[config.mk]
export PLATFORM = sky130hd
export DESIGN_NAME = sack_cell
export DESIGN_NICKNAME = d
export VERILOG_FILES = /design/src/hw/rtl/sack_pkg.sv /design/src/hw/rtl/sack_cell.sv
export SDC_FILE = /design/constraint.sdc
export NUM_CORES = 1
export LEC_CHECK = 0
export ABC_AREA = 1
export BUFFER_PORTS_ARGS = -buffer_cell sky130_fd_sc_hd__buf_2
export CORE_MARGIN = 2
export CORE_UTILIZATION = 35
export DETAILED_ROUTE_END_ITERATION = 16
export GPL_TIMING_DRIVEN = 0
export PLACE_DENSITY = 0.67
export SYNTH_ARGS = -nofsm -noshare
export SYNTH_HDL_FRONTEND = slang
export SYNTH_SLANG_ARGS = --single-unit
[constraint.sdc]
create_clock -name clk -period 2.2 [get_ports clk]
set_input_delay 0.33 -clock clk [delete_from_list [all_inputs] [get_ports clk]]
set_output_delay 0.33 -clock clk [all_outputs]
set_load 0.02 [all_outputs]
[src/hw/rtl/sack_pkg.sv]
// sack_pkg: shared constants and types for the SACK reassembly scoreboard.
// No dependencies.
package sack_pkg;
	localparam int unsigned MAX_BLOCKS_DEF = 16;
	localparam int unsigned SEQ_W = 32;
	localparam int unsigned LEN_W = 16;
	localparam int unsigned CNT_W = 5;

	typedef enum logic [1:0] {
		OP_NONE,
		OP_ADVANCE,
		OP_MERGE
	} op_t;

	// broadcast from the controller to every cell
	typedef struct packed {
		op_t         op;
		logic [31:0] s;
		logic [31:0] e;
	} cell_cmd_t;
endpackage

[src/hw/rtl/sack_cell.sv]
// sack_cell: one slot of the block chain; holds begin/end and a valid bit.
// Depends on sack_pkg.
module sack_cell (
	input  logic                clk,
	input  logic                arst_n,
	input  logic                step,
	input  sack_pkg::cell_cmd_t cmd,
	input  logic [31:0]         point,
	input  logic                ins_here,
	input  logic                left_ins,
	input  logic                close_up,
	input  logic                left_v,
	input  logic [31:0]         left_b,
	input  logic [31:0]         left_e,
	input  logic                right_v,
	input  logic [31:0]         right_b,
	input  logic [31:0]         right_e,
	output logic                v,
	output logic [31:0]         b,
	output logic [31:0]         e,
	output logic                ins_before,
	output logic                drop,
	output logic                touch
);
	logic        v_q;
	logic [31:0] b_q, e_q;

	assign v = v_q;
	assign b = b_q;
	assign e = e_q;
	// merge mode: this cell overlaps or touches the new range
	assign touch = v_q && (b_q <= cmd.e) && (e_q >= cmd.s);
	// lies wholly above the new range: the new entry sits at or before here
	assign ins_before = v_q && (b_q > cmd.e);
	// advance mode: swallowed by the cumulative point
	assign drop = v_q && (b_q <= point);

	always_ff @(posedge clk or negedge arst_n) begin
		if (!arst_n) begin
			v_q <= 1'b0;
			b_q <= '0;
			e_q <= '0;
		end else if (step) begin
			case (cmd.op)
				sack_pkg::OP_ADVANCE: begin
					// whole chain shifts left while the head drops
					v_q <= right_v;
					b_q <= right_b;
					e_q <= right_e;
				end
				sack_pkg::OP_MERGE: begin
					if (ins_here) begin
						v_q <= 1'b1;
						b_q <= cmd.s;
						e_q <= cmd.e;
					end else if (left_ins) begin
						v_q <= left_v;
						b_q <= left_b;
						e_q <= left_e;
					end else if (close_up) begin
						v_q <= right_v;
						b_q <= right_b;
						e_q <= right_e;
					end
				end
				default: begin
				end
			endcase
		end
	end
endmodule

# Word level (Yosys, flattened, before mapping)
# Cells that the tools add are included.
[totals]
register_bits = 65
n_memories = 0
latchBits = 0
output_inout_bits = 68
inputBits = 234
mem_bits_rw = 0
wordCells = 28
romBits = 0
[op_classes]
n_addsub = 0
mul = 0
muxes = 12
eq_ne = 3
order_cmp = 4
n_div = 0
bitwise = 0
shifts = 0
n_reduce_logical = 6
[op_table]
columns = ["cell", "n"]
rows = [
  ["two-way mux 32 bit", 6],
  ["one-hot mux 32 bit (2 select lines)", 2],
  ["less-or-equal comparator 32 bit", 2],
  [">= comparator 32 bit", 1],
  ["> comparator 32 bit", 1],
  ["logical AND 1 bit", 4],
  ["inequality test 4 bit, second input constant", 1],
  ["two-way mux 1 bit", 3],
  ["AND reduction 3 bit", 1],
  ["== test 2 x 1 -> 1 bit, second input constant", 1],
  ["== test 2 bit, second input constant", 1],
  ["one-hot mux 1 bit (2 select lines)", 1],
  ["nonzero test 2 bit", 1],
]

# Longest topological paths before layout
# Gate-level depths: netlist of the first run.
[logic_depth]
ltp_word = 4
depth_mapped = 16
mapped_depth_nobuf = 16

# Worst setup path before layout of the first run
# Ideal clock, no wire load.
[synth_path]
path_kind = "reg-to-output"
from = "register b_q[31] (netlist: b[31])"
to = "output port drop"
required_ns = 1.870
arrival_ns = 1.732
path_slack_ns = 0.138
path_buffers = 0
stages_incl_launch_ff = 8
path_cell_list = "dfrtp_1 ha_1 nand2_1 nor2_1 nand4_1 nor3_1 nand4_1 a21oi_1"
[synth_between]
elab_chain_len = 2
[synth_rtl]
columns = ["item", "line", "rtl"]
rows = [
  ["start, declared", "sack_cell.sv:26", "logic [31:0] b_q, e_q;"],
  ["start signal, assigned", "sack_cell.sv:48", "b_q <= right_b;"],
  ["start signal, assigned", "sack_cell.sv:54", "b_q <= cmd.s;"],
  ["start signal, assigned", "sack_cell.sv:58", "b_q <= left_b;"],
  ["less-or-equal comparator 32 bit", "sack_cell.sv:36", "assign drop = v_q && (b_q <= point);"],
  ["logical AND 1 bit", "sack_cell.sv:36", ""],
  ["end, declared", "sack_cell.sv:22", "output logic drop,"],
]
# No other way between the ends.

# Worst setup path in the final report of the first run
[layout_path]
from = "register b_q[19] (netlist: b[19])"
to = "output port touch"
[layout_between]
elab_chain_len = 3
[layout_rtl]
columns = ["item", "line", "rtl"]
rows = [
  ["less-or-equal comparator 32 bit", "sack_cell.sv:32", "assign touch = v_q && (b_q <= cmd.e) && (e_q >= cmd.s);"],
  ["logical AND 1 bit (2 in a row)", "sack_cell.sv:32", ""],
  ["end, declared", "sack_cell.sv:23", "output logic touch"],
]
# No other way between the ends.

==> results of run 1 <==
through the flow:
step                cell area [µm²]  worst slack, ps  hold slack [ps]
floorplan                      5700              138             34.4
global placement               7470             -222              500
detailed placement             7500             -262              255
CTS                            7900             -408              267
global route                   8040             -433              289
finish                         8040             -309              279
sequential cells by signal, indices dropped and copies added (netlist names):
signal / cells
b: 32
v: 1
e: 32
cells by family (layout without fill, tap and decap cells):
kind of cell | after synthesis | count (layout) | synth area share
compound gates | 259 | 259 | 0.247
flops | 65 | 65 | 0.286
fa+ha+maj | 97 | 97 | 0.213
simple gates | 205 | 205 | 0.148
buf+inv | 150 | 477 | 0.107
where the power goes:
| part | switching [mW] | leakage, nW | internal, mW |
|---|---|---|---|
| Clock | 0.569 | 0.149 | 0.884 |
| Combinational | 1.46 | 3.59 | 0.989 |
| Sequential | 0.272 | 0.792 | 1.44 |
cell type report:
type / count / area share
Multi-Input combinational cell: 561 / 0.450
Sequential cell: 65 / 0.203
Timing Repair Buffer: 311 / 0.201
Inverter: 117 / 0.0546
Clock buffer: 14 / 0.0353
Tap cell: 216 / 0.0336
Buffer: 33 / 0.0212
Clock inverter: 2 / 0.00124
metal layers:
layer  up-vias  wire (µm)  global-route usage  share of wire
met5         -          0                   0              0
met1      3021       9560               0.325           0.44
met2       242      10600               0.430           0.48
met3        36       1200              0.0386          0.055
met4         0        538              0.0900          0.025
li1       3299          -                   -              -
path summary, 6_finish.rpt:
path,from,endpoint,slack [ps]
min in group asynchronous,arst_n,b[12],420
max in group asynchronous,arst_n,b[23],1190
min reg2reg,e[27],e[27],520
max reg2reg,b[1],b[1],1370
max,b[19],touch,-310
min,cmd[62],b[30],280
timing repair:
item | 4_1_cts | 5_1_grt
pin swaps | 17 | 20
hold buffers | 1 | 0
endpoints found under the hold margin | 20 | 0
gates resized for setup | 15 | 23
cloned | 0 | 0
setup buffers | 4 | 4
setup endpoints to repair | 3 | 3
cell usage in the layout (no fill, tap or decap), types with 23 or more instances in the layout:
cell,count
o22ai_1,66
nand2_1,145
ha_1,92
dfrtp_1,60
inv_1,115
a21oi_1,42
o21ai_1,72
nor2_1,23
buf_2,313
o21ai_0,66
critical path, stage by stage, from the launching register on:
cell      delay [ps]
dfrtp_1          420
ha_1             340
nand4_1          160
nor4_4           340
nand3b_1         140
nand2_2          120
nand2_1           60
nor2_1           100
buf_4            150
==> flow_metrics.env, run 1 <==
export IMPL_status="finished with violations"
export IMPL_failed_checks="negative setup slack"
export IMPL_clk_pin_slew_ps=60
export IMPL_synth_most_common_cell="nand2_1"
export IMPL_syn_to_final_growth_pct=41.2
export IMPL_critical_path_class="flop to primary output"
export IMPL_maxCapViolations=0
export IMPL_relSlewSlack=0.529
export IMPL_ir_worst_vdd_uv=343
export IMPL_drive_gt1_frac=0.345
export IMPL_grt_use_total=0.253
export IMPL_totalWireLength_mm=21.9
export IMPL_grt_max_degree=46
export IMPL_mappedNetlistArea_mm2=0.00570
export IMPL_avgSynthCellArea_um2=7.34
export IMPL_totalPowerFinal_mw=5.61
export IMPL_dp_cells=1294
export IMPL_die_h_um=132
export IMPL_path_max_fanout=4
export IMPL_n_fill_cell=1617
export IMPL_start_util=0.359
export IMPL_start_kind="flop"
export IMPL_diodes=0
export IMPL_drt_iter0_markers=275
export IMPL_grt_setup_unrepaired="yes"
export IMPL_finalHoldViolCount=0
export IMPL_clockBufferDepth=2
export IMPL_end_kind="primary output"
export IMPL_dp_hpwl_mm=17.7
export IMPL_cts_buffers=9
export IMPL_synthTopCellsByCount="nand2_1 (151), inv_1 (115), ha_1 (97)"
export IMPL_routed_via_count=6598
export IMPL_grt_pass1_vias=6551
export IMPL_cts_root_buffer="clkbuf_16"
export IMPL_ioPinCount=302
export IMPL_coreArea_mm2=0.0159
export IMPL_power_leakage_nw=4.53
export IMPL_hold_path_class="input port to flop"
export IMPL_multi_input_area_mm2=0.00362
export IMPL_required_ps=1870
export IMPL_synthArstFlopShare=1.00
export IMPL_antenna_found_initial=0
export IMPL_die_area_mm2=0.0173
export IMPL_ys_ff_latch=65
export IMPL_finalNonFillerCells=1319
export IMPL_maxSlewViolCount=0
export IMPL_gr_total_overflow=0
export IMPL_min_path_cells=3
export IMPL_layout_nets=1429
export IMPL_synth_nets=1107
export IMPL_tritoncts="done"
export IMPL_routedWlPerCell_um=16.6
export IMPL_finalSetupViolCount=3
export IMPL_fin_worst_skew_ps=0
export IMPL_fin_crit_ps=2510
export IMPL_rows=46
export IMPL_max_freq_mhz=399
export IMPL_clock_latency_ps=340
export IMPL_setup_ws_ps=-309
export IMPL_yosys_area_top_type="dfrtp_1"
export IMPL_via_per_inst=5.00
export IMPL_seq_area_mm2=0.00163
export IMPL_h_tree_depth=3
export IMPL_synth_area_top_cells="dfrtp_1 (29%), ha_1 (21%), nand2_1 (9.9%)"
export IMPL_power_density_mw_per_mm2=698
export IMPL_die_w_um=132
export IMPL_drc=0
export IMPL_seq_area_frac_synth=0.286
export IMPL_synth_top_area_share=0.286
export IMPL_tns_ps=-840
export IMPL_syn_inst=776
export IMPL_cp_arrival_ps=2180
export IMPL_antenna_left=0
export IMPL_synth_distinct_cells=28
export IMPL_globalplace_congestion=0.861
export IMPL_synth_edf_count=0
export IMPL_worst_slew_pin_slew_ps=707
export IMPL_yosysWarnings=0
export IMPL_synth_ff_type="dfrtp_1"
export IMPL_fin_crit_sh=1.14
export IMPL_grt_pass1_wl_mm=34.3
export IMPL_reg2reg_depth=3
export IMPL_utilization=0.506
export IMPL_cts_sinks=65
export IMPL_portBuffers=301
export IMPL_first_pass_iters=5
(Power assumes the default switching activity.)
==> run 2: changes to the inputs <==
--- a/config.mk
+++ b/config.mk
@@ -6,12 +6,12 @@
 export NUM_CORES = 1
 export LEC_CHECK = 0
 export ABC_AREA = 1
-export BUFFER_PORTS_ARGS = -buffer_cell sky130_fd_sc_hd__buf_2
 export CORE_MARGIN = 2
 export CORE_UTILIZATION = 35
 export DETAILED_ROUTE_END_ITERATION = 16
+export DONT_BUFFER_PORTS = 1
 export GPL_TIMING_DRIVEN = 0
-export PLACE_DENSITY = 0.67
+export PLACE_DENSITY = 0.51
 export SYNTH_ARGS = -nofsm -noshare
 export SYNTH_HDL_FRONTEND = slang
 export SYNTH_SLANG_ARGS = --single-unit
==> constraint.sdc (replaced) <==
create_clock -name clk -period 2.73 [get_ports clk]
set_input_delay 0.4095 -clock clk [delete_from_list [all_inputs] [get_ports clk]]
set_output_delay 0.4095 -clock clk [all_outputs]
set_load 0.02 [all_outputs]
==> flow_metrics.env, run 2 (synthesis gave the netlist of run 1 again) <==
export IMPL_status="finished clean"
export IMPL_antenna_found_initial=0
export IMPL_max_freq_mhz=373
export IMPL_clockBufferDepth=2
export IMPL_dp_cells=992
export IMPL_h_tree_depth=3
export IMPL_die_w_um=132
export IMPL_worst_slew_pin_slew_ps=619
export IMPL_ioPinCount=302
export IMPL_end_kind="primary output"
export IMPL_fin_worst_skew_ps=0
export IMPL_maxSlewViolCount=0
export IMPL_cts_sinks=65
export IMPL_tritoncts="done"
export IMPL_fin_crit_ps=2680
export IMPL_grt_setup_unrepaired="yes"
export IMPL_die_h_um=132
export IMPL_grt_pass1_wl_mm=32.1
export IMPL_finalHoldViolCount=0
export IMPL_totalPowerFinal_mw=4.18
export IMPL_design_area_mm2=0.00663
export IMPL_cts_buffers=9
export IMPL_hold_path_class="input port to flop"
export IMPL_mostFrequentLayoutCells="nand2_1 (141), inv_1 (115), ha_1 (84)"
export IMPL_rows=46
export IMPL_grt_max_degree=66
export IMPL_routedWlPerCell_um=21.5
export IMPL_start_util=0.359
export IMPL_whs_ps=263
export IMPL_ir_worst_vdd_uv=301
export IMPL_diodes=0
export IMPL_grt_pass1_vias=5592
export IMPL_portBuffers=0
export IMPL_tns_ps=0
export IMPL_drt_iter0_markers=273
export IMPL_layout_nets=1122
export IMPL_coreArea_mm2=0.0159
export IMPL_clk_pin_slew_ps=50
export IMPL_fin_crit_sh=0.983
export IMPL_placed_cell_area_mm2=0.00597
export IMPL_clock_latency_ps=330
export IMPL_relSlewSlack=0.587
export IMPL_cp_arrival_ps=2270
export IMPL_via_per_inst=5.53
export IMPL_critical_path_class="flop to primary output"
export IMPL_syn_to_final_growth_pct=16.4
export IMPL_finalNonFillerCells=1009
export IMPL_utilization=0.417
export IMPL_grt_use_total=0.243
export IMPL_dp_slack_ps=-81.0
export IMPL_final_common_cell="nand2_1"
export IMPL_finalSetupViolCount=0
export IMPL_required_ps=2320
export IMPL_first_pass_iters=4
export IMPL_maxCapViolations=0
export IMPL_antenna_left=0
export IMPL_cts_root_buffer="clkbuf_16"
export IMPL_globalplace_congestion=0.881
export IMPL_start_kind="flop"
export IMPL_dp_hpwl_mm=17.2
export IMPL_drc=0
export IMPL_drive_gt1_frac=0.120
export IMPL_gr_total_overflow=0
export IMPL_setup_ws_ps=47.7
export IMPL_routed_via_count=5581
export IMPL_power_leakage_nw=3.29
export IMPL_die_area_mm2=0.0173
export IMPL_totalWireLength_mm=21.6
export IMPL_path_max_fanout=4
export IMPL_power_density_mw_per_mm2=630
-- run 2: cell count changes in the layout (fill, tap and decap cells not counted), sizes merged --
cell	change
clkinv	-2
clkbuf	-1
buf	-307
-- run 2: repair_timing --
item / 4_1_cts / 5_1_grt
pin swaps: 3 / 24
hold endpoints to repair: 65 / 0
gates resized for setup: 13 / 53
buffers inserted: 1 / 1
setup endpoints to repair: 3 / 3
hold buffers: 2 / 0
-- run 2: critical path, stage by stage (launching register included) --
cell	delay, ps
dfrtp_2	500
ha_4	320
nand2_4	50
nor2_4	120
nand4_1	120
buf_6	160
nor3_4	210
nand4_1	180
a21oi_4	280
-- run 2: layout make-up --
cell class / instances / area (µm²)
inverter: 117 / 439
clock buffer: 13 / 270
buffer: 33 / 170
timing repair buffer: 4 / 56.3
tap: 216 / 270
fill: 1659 / 9260
multi-input combinational: 561 / 3780
sequential: 65 / 1640
-- run 2: report_power, final --
| part | switching, mW | internal (mW) | total, mW |
|---|---|---|---|
| sequential | 0.533 | 1.16 | 1.70 |
| clock | 0.426 | 0.674 | 1.10 |
| combinational | 0.812 | 0.568 | 1.38 |
| total | 1.77 | 2.41 | 4.18 |
-- run 2: worst paths after layout --
| path | start | end | slack (ps) | depth (start not counted) |
|---|---|---|---|---|
| max | b[29] | drop | 50 | 8 |
| min | cmd[22] | e[22] | 260 | 2 |
| max reg2reg | v | v | 1780 | 2 |
| min reg2reg | e[14] | e[14] | 630 | 2 |
| max in group asynchronous | arst_n | b[19] | 1780 | 2 |
| min in group asynchronous | arst_n | v | 640 | 2 |
-- run 2: layer usage --
layer | part of all wire | vias to the layer above | GRT usage
met5 | 0 | - | 0
met3 | 0.086 | 29 | 0.0799
met2 | 0.49 | 254 | 0.421
met4 | 0.019 | 0 | 0.0743
li1 | - | 2685 | -
met1 | 0.40 | 2613 | 0.283
==> run 3: changes to the inputs <==
--- a/config.mk
+++ b/config.mk
@@ -8,9 +8,11 @@
 export ABC_AREA = 1
 export CORE_MARGIN = 2
 export CORE_UTILIZATION = 35
+export CTS_BUF_LIST = sky130_fd_sc_hd__clkbuf_2
 export DETAILED_ROUTE_END_ITERATION = 16
 export DONT_BUFFER_PORTS = 1
 export GPL_TIMING_DRIVEN = 0
+export MAX_ROUTING_LAYER = met4
 export PLACE_DENSITY = 0.51
 export SYNTH_ARGS = -nofsm -noshare
 export SYNTH_HDL_FRONTEND = slang
==> flow_metrics.env, run 3 (synthesis gave the netlist of run 1 again) <==
export IMPL_fin_crit_sh=1.06
export IMPL_cp_slowest_stage_delay_ps=550
export IMPL_cts_sinks=65
export IMPL_whs_ps=39.8
export IMPL_first_pass_iters=5
export IMPL_finalNonFillerCells=1094
export IMPL_antenna_found_initial=1
export IMPL_critPathBufInv=1
export IMPL_drive_gt1_frac=0.123
export IMPL_utilization=0.459
export IMPL_antenna_left=0
export IMPL_r2r_start="b[0]"
export IMPL_power_density_mw_per_mm2=520
export IMPL_start_util=0.359
export IMPL_dp_cells=992
export IMPL_totalPowerFinal_mw=3.79
export IMPL_min_path_cells=2
export IMPL_reg2reg_depth=3
export IMPL_placed_cell_area_mm2=0.00597
export IMPL_dp_slack_ps=-95.4
export IMPL_cp_arrival_ps=2470
export IMPL_design_area_mm2=0.00729
export IMPL_r2r_setup_slack_ps=1330
export IMPL_clk_pin_slew_ps=200
export IMPL_fin_crit_ps=2880
export IMPL_failed_checks="negative setup slack"
export IMPL_die_h_um=132
export IMPL_relSlewSlack=0.579
export IMPL_path_cells="ha_4, nand2_4, nor2_4, nand4_1, buf_6, nor3_4, nand4_1, a21oi_4"
export IMPL_globalplace_congestion=0.878
export IMPL_final_common_cell="nand2_1"
export IMPL_fin_worst_skew_ps=0
export IMPL_path_max_fanout=4
export IMPL_clock_latency_ps=570
export IMPL_clockBufferDepth=2
export IMPL_finalHoldViolCount=0
export IMPL_tns_ps=-365
export IMPL_dp_hpwl_mm=17.2
export IMPL_syn_to_final_growth_pct=28.0
export IMPL_max_freq_mhz=347
export IMPL_routed_via_count=5930
export IMPL_hold_path_class="input port to flop"
export IMPL_via_per_inst=5.42
export IMPL_drt_iter0_markers=254
export IMPL_ir_worst_vdd_uv=222
export IMPL_ioPinCount=302
export IMPL_die_area_mm2=0.0173
export IMPL_routedWlPerCell_um=20.8
export IMPL_gr_total_overflow=0
export IMPL_drc=0
export IMPL_critical_path_class="flop to primary output"
export IMPL_setup_ws_ps=-152
export IMPL_cts_buffers=9
export IMPL_cts_root_buffer="clkbuf_2"
export IMPL_grt_pass1_vias=6100
export IMPL_tritoncts="done"
export IMPL_finalSetupViolCount=3
export IMPL_totalWireLength_mm=22.8
export IMPL_h_tree_depth=3
export IMPL_required_ps=2320
export IMPL_reg2reg_to="b[0]"
export IMPL_worst_path_most_repeated_cell="nand4_1"
export IMPL_end_kind="primary output"
export IMPL_hold_start="cmd[0]"
export IMPL_coreArea_mm2=0.0159
export IMPL_worst_slew_pin_slew_ps=631
export IMPL_grt_max_degree=66
export IMPL_grt_setup_unrepaired="yes"
export IMPL_portBuffers=0
export IMPL_maxCapViolations=0
export IMPL_grt_use_total=0.267
export IMPL_layout_nets=1202
export IMPL_cp_top_family="simple AND/OR/NAND/NOR gates"
export IMPL_mostFrequentLayoutCells="nand2_1 (142), inv_1 (115), ha_1 (80)"
export IMPL_start_kind="flop"
export IMPL_cpMaxStageDelayCell="dfrtp_2"
export IMPL_power_leakage_nw=3.55
export IMPL_maxSlewViolCount=0
export IMPL_rows=46
export IMPL_die_w_um=132
export IMPL_status="finished with violations"
export IMPL_min_to="e[0]"
export IMPL_grt_pass1_wl_mm=34.4
==> run 3: cell count changes in the layout (fill, tap and decap cells not counted), sizes merged <==
cell and delta:
clkinv +6, clkbuf -3, diode +2, buf +2, dlygate4sd3 +78
==> run 3: metal layers <==
layer  up-vias  GRT usage  wire length [µm]
met5         -          -                 0
met4         0     0.0936               587
met3        35     0.0718              1810
met2       251      0.440             11000
met1      2794      0.315              9340
li1       2850          -                 -
==> run 3: worst max path at each step <==
stage          slack, ps  cells past startpoint    to  start
2_1_floorplan        590                      7  drop  b[31]
3_3_place_gp        -100                      7  drop  b[31]
3_5_place_dp        -100                      7  drop  b[31]
4_1_cts             -300                      8  drop  b[28]
5_1_grt             -310                      8  drop  b[31]
6_report            -150                      8  drop  b[31]
==> run 3: layout make-up <==
| type | instances | area [µm²] |
|---|---|---|
| clock buffers | 10 | 50.0 |
| diodes | 2 | 5.00 |
| inverters | 117 | 439 |
| fillers | 1639 | 8590 |
| multi-input cells | 561 | 3830 |
| plain buffers | 33 | 170 |
| repair buffers | 84 | 852 |
| flip-flops and latches | 65 | 1650 |
| clock inverters | 6 | 25.0 |
| well taps | 216 | 270 |
==> run 3: timing repair <==
item,4_1_cts,5_1_grt
resized for setup,42,34
setup buffers,2,2
setup endpoints to repair,3,3
hold buffers,80,0
pin swaps,18,23
gates cloned,0,0
endpoints found under the hold margin,113,0
==> run 3: power breakdown <==
group	total, mW	internal (mW)	switching (mW)
Sequential	1.71	1.16	0.544
Clock	0.507	0.109	0.398
Combinational	1.58	0.727	0.849
==> run 3: worst register-to-register path, delay by kind of cell, from the launching register on <==
family / cells / cell delay [ps]
buffers and inverters: 2 / 690
DFF: 1 / 510
AOI/OAI and AO/OA: 1 / 170
